`src/design/isbr_pkg.sv`:
```
// Shared types and constants for the I2C stuck-bus recovery sequencer.
// No dependencies; every other design file imports this package.
`default_nettype none

package isbr_pkg;

    typedef struct packed {
        logic action;
        logic sda_in;
        logic scl_in;
    } cmd_item_t;

    typedef struct packed {
        logic       scl_pull_low;
        logic       sda_pull_low;
        logic       busy_res;
        logic       done_res;
        logic [1:0] outcome;
    } rsp_item_t;

    typedef enum logic [2:0] {
        PH_IDLE,
        PH_SETTLE,
        PH_CLKLO,
        PH_CLKHI,
        PH_STOPA,
        PH_STOPB,
        PH_STOPC
    } phase_t;

    localparam int CFG_INDEX_BITS = 1;
    localparam int CFG_DATA_BITS  = 16;
    localparam int CLK_CNT_BITS   = 4;

    localparam logic [CFG_INDEX_BITS-1:0] CFG_PULSE_TICKS     = 1'd0;
    localparam logic [CFG_INDEX_BITS-1:0] CFG_RECOVERY_CLOCKS = 1'd1;

    localparam logic [CFG_DATA_BITS-1:0] PULSE_TICKS_RESET     = 16'd250;
    localparam logic [CLK_CNT_BITS-1:0]  RECOVERY_CLOCKS_RESET = 4'd9;

    localparam logic [1:0] OUTCOME_CLEAN = 2'd0;
    localparam logic [1:0] OUTCOME_FULL  = 2'd1;
    localparam logic [1:0] OUTCOME_CUT   = 2'd2;

endpackage

`default_nettype wire

```
`src/design/i2c_stuck_bus_recovery_top.sv`:
```
// I2C stuck-bus recovery sequencer: one command item per timebase tick in,
// one result item per tick out, with the drive enables and status after that
// tick. Takes one item every cycle while the skid stage is empty; its result
// is registered in the output register, or in the skid stage while the output
// waits. That one-entry skid stage keeps the command side ready for one more
// item while a result is held by the consumer, so the sustained rate is one
// item per cycle whenever results are taken. Configuration is a single-cycle
// write port with no read-back. Depends on isbr_pkg, isbr_seq and isbr_skid.
`default_nettype none

module i2c_stuck_bus_recovery_top #(
    parameter int TICK_BITS = 16
) (
    input  wire                                  clk,
    input  wire                                  rst_n,
    input  wire                                  cfg_we,
    input  wire  [isbr_pkg::CFG_INDEX_BITS-1:0]  cfg_index,
    input  wire  [isbr_pkg::CFG_DATA_BITS-1:0]   cfg_data,
    input  wire                                  cmd_valid,
    output logic                                 cmd_ready,
    input  isbr_pkg::cmd_item_t                  cmd,
    output logic                                 rsp_valid,
    input  wire                                  rsp_ready,
    output isbr_pkg::rsp_item_t                  rsp
);
    import isbr_pkg::*;

    logic      cmd_fire;
    rsp_item_t seq_rsp;

    assign cmd_fire = cmd_valid && cmd_ready;

    isbr_seq #(
        .TICK_BITS (TICK_BITS)
    ) u_seq (
        .clk       (clk),
        .rst_n     (rst_n),
        .cfg_we    (cfg_we),
        .cfg_index (cfg_index),
        .cfg_data  (cfg_data),
        .fire      (cmd_fire),
        .cmd       (cmd),
        .rsp       (seq_rsp)
    );

    isbr_skid u_skid (
        .clk       (clk),
        .rst_n     (rst_n),
        .load      (cmd_fire),
        .load_item (seq_rsp),
        .space     (cmd_ready),
        .rsp_valid (rsp_valid),
        .rsp_ready (rsp_ready),
        .rsp       (rsp)
    );

endmodule

`default_nettype wire

```
`src/design/isbr_seq.sv`:
```
// Recovery sequencer: configuration registers, phase state machine and
// per-item result logic. Depends on isbr_pkg.
`default_nettype none

module isbr_seq #(
    parameter int TICK_BITS = 16
) (
    input  wire                                  clk,
    input  wire                                  rst_n,
    input  wire                                  cfg_we,
    input  wire  [isbr_pkg::CFG_INDEX_BITS-1:0]  cfg_index,
    input  wire  [isbr_pkg::CFG_DATA_BITS-1:0]   cfg_data,
    input  wire                                  fire,
    input  isbr_pkg::cmd_item_t                  cmd,
    output isbr_pkg::rsp_item_t                  rsp
);
    import isbr_pkg::*;

    localparam logic [31:0] TickMax = (TICK_BITS >= 32) ? 32'hFFFF_FFFF
                                    : ((32'd1 << TICK_BITS) - 32'd1);

    logic [CFG_DATA_BITS-1:0] pulse_ticks_reg;
    logic [CLK_CNT_BITS-1:0]  recovery_clocks_reg;

    phase_t                   phase_reg, phase_next;
    logic [TICK_BITS-1:0]     tick_reg, tick_next;
    logic [CLK_CNT_BITS-1:0]  clock_reg, clock_next;
    logic [1:0]               code_reg, code_next;

    logic [31:0]              target_wide;
    logic [31:0]              target_sat;
    logic [TICK_BITS-1:0]     target;
    logic [TICK_BITS-1:0]     tick_inc;
    logic [CLK_CNT_BITS-1:0]  clock_inc;
    logic                     done;

    always_ff @(posedge clk or negedge rst_n)
    begin
        if (!rst_n)
        begin
            pulse_ticks_reg     <= PULSE_TICKS_RESET;
            recovery_clocks_reg <= RECOVERY_CLOCKS_RESET;
        end
        else if (cfg_we)
        begin
            case (cfg_index)
                CFG_PULSE_TICKS:     pulse_ticks_reg     <= cfg_data;
                CFG_RECOVERY_CLOCKS: recovery_clocks_reg <= cfg_data[CLK_CNT_BITS-1:0];
                default: ;
            endcase
        end
    end

    // Saturate to the counter range, treat zero as one tick.
    always_comb
    begin
        target_wide = {{(32-CFG_DATA_BITS){1'b0}}, pulse_ticks_reg};
        target_sat  = (target_wide > TickMax) ? TickMax : target_wide;
        if (target_sat == 32'd0)
        begin
            target_sat = 32'd1;
        end
        target = target_sat[TICK_BITS-1:0];
    end

    always_ff @(posedge clk or negedge rst_n)
    begin
        if (!rst_n)
        begin
            phase_reg <= PH_IDLE;
            tick_reg  <= '0;
            clock_reg <= '0;
            code_reg  <= OUTCOME_CLEAN;
        end
        else if (fire)
        begin
            phase_reg <= phase_next;
            tick_reg  <= tick_next;
            clock_reg <= clock_next;
            code_reg  <= code_next;
        end
    end

    always_comb
    begin
        phase_next = phase_reg;
        tick_next  = tick_reg;
        clock_next = clock_reg;
        code_next  = code_reg;
        done       = 1'b0;
        tick_inc   = tick_reg + 1'b1;
        clock_inc  = clock_reg + 1'b1;

        if (phase_reg == PH_IDLE)
        begin
            if (cmd.action)
            begin
                phase_next = PH_SETTLE;
                tick_next  = '0;
                clock_next = '0;
                code_next  = OUTCOME_CLEAN;
            end
        end
        else
        begin
            tick_next = tick_inc;
            if (tick_inc >= target)
            begin
                tick_next = '0;
                case (phase_reg)
                    PH_SETTLE:
                    begin
                        // Recover only when SDA is held low with SCL released.
                        if (!cmd.sda_in && cmd.scl_in)
                        begin
                            if (recovery_clocks_reg == '0)
                            begin
                                code_next  = OUTCOME_FULL;
                                phase_next = PH_STOPA;
                            end
                            else
                            begin
                                phase_next = PH_CLKLO;
                            end
                        end
                        else
                        begin
                            code_next  = OUTCOME_CLEAN;
                            phase_next = PH_IDLE;
                            done       = 1'b1;
                        end
                    end
                    PH_CLKLO: phase_next = PH_CLKHI;
                    PH_CLKHI:
                    begin
                        clock_next = clock_inc;
                        if (clock_inc >= recovery_clocks_reg)
                        begin
                            code_next  = OUTCOME_FULL;
                            phase_next = PH_STOPA;
                        end
                        else if (!cmd.scl_in)
                        begin
                            code_next  = OUTCOME_CUT;
                            phase_next = PH_STOPA;
                        end
                        else
                        begin
                            phase_next = PH_CLKLO;
                        end
                    end
                    PH_STOPA: phase_next = PH_STOPB;
                    PH_STOPB: phase_next = PH_STOPC;
                    default:
                    begin
                        phase_next = PH_IDLE;
                        done       = 1'b1;
                    end
                endcase
            end
        end

        rsp.scl_pull_low = (phase_next == PH_CLKLO);
        rsp.sda_pull_low = (phase_next inside {PH_STOPA, PH_STOPB});
        rsp.busy_res     = (phase_next != PH_IDLE);
        rsp.done_res     = done;
        rsp.outcome      = done ? code_next : OUTCOME_CLEAN;
    end

endmodule

`default_nettype wire

```
`src/design/isbr_skid.sv`:
```
// Result register with a one-entry skid stage, so the input side can take
// one more item while a result waits. Depends on isbr_pkg.
`default_nettype none

module isbr_skid (
    input  wire                  clk,
    input  wire                  rst_n,
    input  wire                  load,
    input  isbr_pkg::rsp_item_t  load_item,
    output logic                 space,
    output logic                 rsp_valid,
    input  wire                  rsp_ready,
    output isbr_pkg::rsp_item_t  rsp
);
    import isbr_pkg::*;

    logic      out_valid_reg;
    logic      skid_valid_reg;
    rsp_item_t out_item_reg;
    rsp_item_t skid_item_reg;
    logic      out_free;

    assign out_free  = !out_valid_reg || rsp_ready;
    assign space     = !skid_valid_reg;
    assign rsp_valid = out_valid_reg;
    assign rsp       = out_item_reg;

    always_ff @(posedge clk or negedge rst_n)
    begin
        if (!rst_n)
        begin
            out_valid_reg  <= 1'b0;
            skid_valid_reg <= 1'b0;
        end
        else if (out_free)
        begin
            // Skid entry goes first; a new item cannot arrive while it is full.
            out_valid_reg  <= skid_valid_reg || load;
            skid_valid_reg <= 1'b0;
        end
        else if (load)
        begin
            skid_valid_reg <= 1'b1;
        end
    end

    always_ff @(posedge clk)
    begin
        if (out_free)
        begin
            out_item_reg <= skid_valid_reg ? skid_item_reg : load_item;
        end
        else if (load)
        begin
            skid_item_reg <= load_item;
        end
    end

endmodule

`default_nettype wire

```
`config.mk`:
```
export PLATFORM = sky130hd
export DESIGN_NAME = i2c_stuck_bus_recovery_top
export DESIGN_NICKNAME = d
export VERILOG_FILES = /design/src/design/isbr_pkg.sv /design/src/design/i2c_stuck_bus_recovery_top.sv /design/src/design/isbr_seq.sv /design/src/design/isbr_skid.sv
export SDC_FILE = /design/constraint.sdc
export NUM_CORES = 1
export LEC_CHECK = 0
export BUFFER_PORTS_ARGS = -buffer_cell sky130_fd_sc_hd__buf_2
export CAP_MARGIN = 20
export CELL_PAD_IN_SITES_DETAIL_PLACEMENT = 1
export CELL_PAD_IN_SITES_GLOBAL_PLACEMENT = 2
export CORE_MARGIN = 10
export CORE_UTILIZATION = 35
export DETAILED_ROUTE_END_ITERATION = 10
export GPL_TIMING_DRIVEN = 0
export PLACE_DENSITY_LB_ADDON = 0.1
export SLEW_MARGIN = 10
export SYNTH_ARGS = -nofsm -noshare
export SYNTH_HDL_FRONTEND = slang
export SYNTH_SLANG_ARGS = --single-unit
```
`constraint.sdc`:
```
create_clock -name clk -period 6.5 [get_ports clk]
set_input_delay 0.65 -clock clk [delete_from_list [all_inputs] [get_ports clk]]
set_output_delay 0.65 -clock clk [all_outputs]
set_load 0.02 [all_outputs]
```
# Yosys cells after proc, flatten, opt, wreduce, memory -nomap -nowiden
# Index checks and enable logic that the tools add are counted.
# W data, S select, Z words.
word_totals:
  input_bits: 25
  wordCells: 86
  latch_bits: 0
  ff_bits: 59
  memories: 0
  romBits: 0
  out_inout_bits: 8
  ramBits: 0
classes:
  div_mod_pow: 0
  eq_ne: 9
  mul: 0
  muxes: 32
  reduce_logical: 21
  order_cmp: 2
  n_shift: 0
  n_bitwise: 2
  addsub: 2
ops:
  columns: ["cell", "n"]
  rows:
  - ["$mux W16", 4]
  - ["$mux W3", 7]
  - ["$add A16 B1 Y16 const B", 1]
  - ["$ge A16 B16 Y1", 1]
  - ["$logic_not A16 Y1", 1]
  - ["$mux W2", 8]
  - ["$mux W4", 4]
  - ["$pmux W3 S5", 1]
  - ["$eq A3 B3 Y1 const B", 4]
  - ["$eq A3 B2 Y1 const B", 3]
  - ["$reduce_and A2 Y1", 4]
  - ["$reduce_bool A2 Y1", 4]
  - ["$mux W6", 1]
  - ["$mux W1", 5]
  - ["$add A4 B1 Y4 const B", 1]
  - ["$ge A4 B4 Y1", 1]
  - ["$logic_not A4 Y1", 1]
  - ["$pmux W2 S2", 1]
  - ["$reduce_and A4 Y1", 1]
  - ["$reduce_or A4 Y1", 1]
  - ["$eq A3 B1 Y1 const B", 1]
  - ["$logic_not A1 Y1", 3]
  - ["$logic_not A3 Y1", 1]
  - ["$reduce_bool A3 Y1", 1]
  - ["5 further kinds", 8]

# Longest topological paths before layout
depth:
  depth_word: 9
  depth_mapped: 15
  mapped_depth_nobuf: 14

# By module
# A second synthesis with hierarchy kept.
unflattened:
  cells_unflattened: 361
  area_unflattened_um2: 3489.6
modules_own_cells:
  columns: ["mod", "area_each_um2", "cells_per_inst", "seq_area_each_um2", "instances"]
  rows:
  - ["isbr_seq", 2942.8, 332, 1136.1, 1]
  - ["isbr_skid", 540.5, 28, 410.4, 1]
  - ["i2c_stuck_bus_recovery_top", 6.3, 1, 0.0, 1]

# Worst setup path after synthesis
# No wires, ideal clock.
synth_timing:
  kind: "reg-to-reg"
  startpoint: "register u_seq.tick_reg[2]"
  endpoint: "register u_skid.out_item_reg (netlist bit u_skid.rsp[4]) (data pin)"
  path_slack_ps: 3071
  setup_ps: 260
  required_ps: 6240
  period_less_slack_ps: 3429
  stages_incl_launch_ff: 15
  arrival_ps: 3170
  cell_sequence: "dfrtp_1 > nand3_1 > nor4_2 > and3_1 > and3_1 > xor2_1 > ha_1 > o2111a_1 > a211oi_2 > or2_1 > o21ai_4 > buf_4 > mux2i_1 > nor2b_1 > mux2_2"
synth_rtl:
  columns: ["item", "line", "text"]
  rows:
  - ["start, declared", "isbr_seq.sv:26", "logic [TICK_BITS-1:0] tick_reg, tick_next;"]
  - ["start signal, assigned", "isbr_seq.sv:78", "tick_reg <= tick_next;"]
  - ["end signal, assigned", "isbr_skid.sv:51", "out_item_reg <= skid_valid_reg ? skid_item_reg : load_item;"]
  - ["end, declared", "isbr_skid.sv:19", "rsp_item_t out_item_reg;"]

==> results.cfg <==
[pwr]
total_power_mw = 1.05
power.leakage_nw = 1.83
vdd_drop_max_uv = 126
p_per_area_nw_per_um2 = 261

[clocking]
cts_tree = done
clk_pin_slew_worst_paths_ps = 70
ctsResizeCount = 0
htree_levels = 3
hold_buffers = 0
clock_latency_ps = 330
post-cts-setup-buffers = 0
cts.sinks = 59
numCtsBuffers = 9
cts_root_buf = clkbuf_8
cts_buffer_depth = 2

[synth]
synth_fa_ha_area_share_pct = 7.97
ys_seq_area_share_pct = 44.8
syn_area_sq_um = 3450
ys.flop_type = dfrtp_1
synth_cell_types = 55
ys_async_sr_fraction_pct = 79.7
yosys_warnings = 0
synth_top_cell_by_area = dfrtp_1
synth_top_family_by_area = compound AO/OA/AOI/OAI gates
synth_edf_count = 12
ys_seq_elements = 59
syn_avg_cell_area_sq_um = 9.57
synth_top_area_share_pct = 28.3
netlist_top_cells_area = dfrtp_1 (28%), edfxtp_1 (10%), ha_1 (8.0%)
yosys.area_share.simple_pct = 17.3
syn-num-nets = 408
synthMuxAreaShare_pct = 3.59
synth_xor_area_share_pct = 4.06
postSynthCellCount = 361
synth_compound_area_share_pct = 17.7

[worst_setup_path]
path_max_fanout = 10
worst_path_max_delay_cell = nor4_2
path_buf_inv = 1
arrival_ps = 4060
cp_slowest_stage_delay_ps = 480
worstSetupPathType = register to register
end_kind = register
crit_chain = nand3_1 > nor4_2 > and3_1 > and3_1 > xor2_1 > ha_1 > o2111a_1 > a211oi_2 > or2_1 > o21ai_4 > buf_4 > mux2i_1 > nor2b_1 > mux2_2
start_kind = register
path_common_cell = and3_1
crit_family = simple AND/OR/NAND/NOR gates
required_ps = 6580

[finish]
nNetsFinal = 452
regArea_sq_um = 1550
final_cell_mix = nand2_1 (53), dfrtp_1 (39), o21ai_0 (38)
multiInputGateArea_sq_um = 1750
fillers = 1149
area_delta_synth_final_pct = 16.0
final_common_cell = nand2_1
num_antenna_cells = 0
drive_gt1_share_pct = 18.5

[timing]
rsz0062_at_grt = no
fmaxAchievable_mhz = 251
period_minus_slack_ps = 3980
worstMarginPinSlew_ps = 670
holdWs_ps = 268
slew_headroom_pct = 54.9
fin_worst_skew_ps = 8.94
finalMaxSlewViolations = 0
setup_tns_ps = 0
fin_crit_sh_pct = 61.2
final_hold_viol_count = 0
finalSetupViolations = 0

[drt]
num_vias = 2804
drcViolationCount = 0
drtIter0Drc = 97
wl_um = 8810
drtPass1Iterations = 4
ant_nets = 0
wl_per_cell_um = 16.2
viasPerCell = 5.16

[die]
core_area_sq_um = 9680
dieArea_sq_um = 14200
floorplan.initialDensity_pct = 35.7
rows = 36
die_h_um = 119
num_io_pins = 33
die_width_um = 119

[global_routing]
grt_pass1_wl_um = 15000
grt_overflow = 0
antenna_found_initial = 0
grt_usage_pct = 12.8
grt_pass1_vias = 2949
grt_max_degree = 30

[flow_run]
drv_cap = 0

[placed_design]
gp_congestion = 0.789
io_buffers = 32
dp_hpwl_um = 6960

[run_status]
outcome = finished clean

[min_path]
min_path_type = primary input to async pin
[layer usage]
layer  vias up  GRT usage [%]  routed length (um)
met5         -              0                   0
met4         0           3.09                  95
met3         8           3.68                 338
met2        53           20.1                4040
met1      1371           17.0                4330
li1       1372              -                   -
[per-stage QoR]
stage	util (%)	area, sq um	setup slack [ps]	std cells
floorplan	-	3450	3070	361
finish	41.4	4010	2520	543
CTS	41.4	4010	2480	543
global route	41.4	4010	2160	543
detailed placement	39.3	3800	2530	527
global placement	39.0	3780	2540	526
[synth_stat cells (2+ instances only)]
library cell	count
nand2_1	53
dfrtp_1	39
o21ai_0	38
inv_1	26
ha_1	22
nor2_1	15
edfxtp_1	12
xor2_1	10
a22o_1	9
clkbuf_1	9
nand3_1	9
and3_1	8
dfstp_2	8
mux2_2	8
nor2b_1	8
a21oi_1	7
nand2b_1	7
nor3_1	6
xnor2_1	6
nor4_1	5
o21ai_1	5
a21o_1	4
o31ai_1	4
o21a_1	3
a221o_1	2
a221oi_1	2
buf_4	2
mux2i_1	2
nand4_1	2
nor3_2	2
nor4_2	2
o211ai_1	2
or3_1	2
[logic make-up (layout without fill, tap and decap cells)]
kind of cell             after synthesis  count (layout)
AO/OA/AOI/OAI                         91              91
XOR/XNOR                              16              16
buffers and inverters                 40              89
AND/OR/NAND/NOR                      122             122
flip-flops                            59              59
adder cells (fa/ha/maj)               22              22
multiplexers                          11              11
[worst paths after layout]
| path | from | end | slack, ps | cells after the start |
|---|---|---|---|---|
| max in group asynchronous | rst_n | u_seq.recovery_clocks_reg[0] | 5630 | 2 |
| max | u_seq.tick_reg[2] | u_skid.rsp[4] | 2520 | 14 |
| min in group clk | u_seq.tick_reg[15] | u_seq.tick_reg[15] | 510 | 1 |
| min | rst_n | u_seq.tick_reg[6] | 270 | 1 |
| max reg2reg | u_seq.tick_reg[2] | u_skid.rsp[4] | 2520 | 14 |
| min reg2reg | u_seq.tick_reg[15] | u_seq.tick_reg[15] | 510 | 1 |
[where the power goes]
part	total (mW)	internal (mW)	switching [mW]
Combinational	0.234	0.0948	0.139
Sequential	0.458	0.423	0.0356
Clock	0.355	0.211	0.144
[area by class of cell]
cell class | count | share of cell area (%)
buffer | 13 | 1.44
tap | 133 | 4.15
clock inverter | 7 | 2.06
timing repair buffer | 33 | 4.50
multi-input combinational | 262 | 43.6
sequential | 59 | 38.6
inverter | 27 | 2.53
clock buffer | 9 | 3.09
Note: power is estimated with default switching activity, not from simulation.
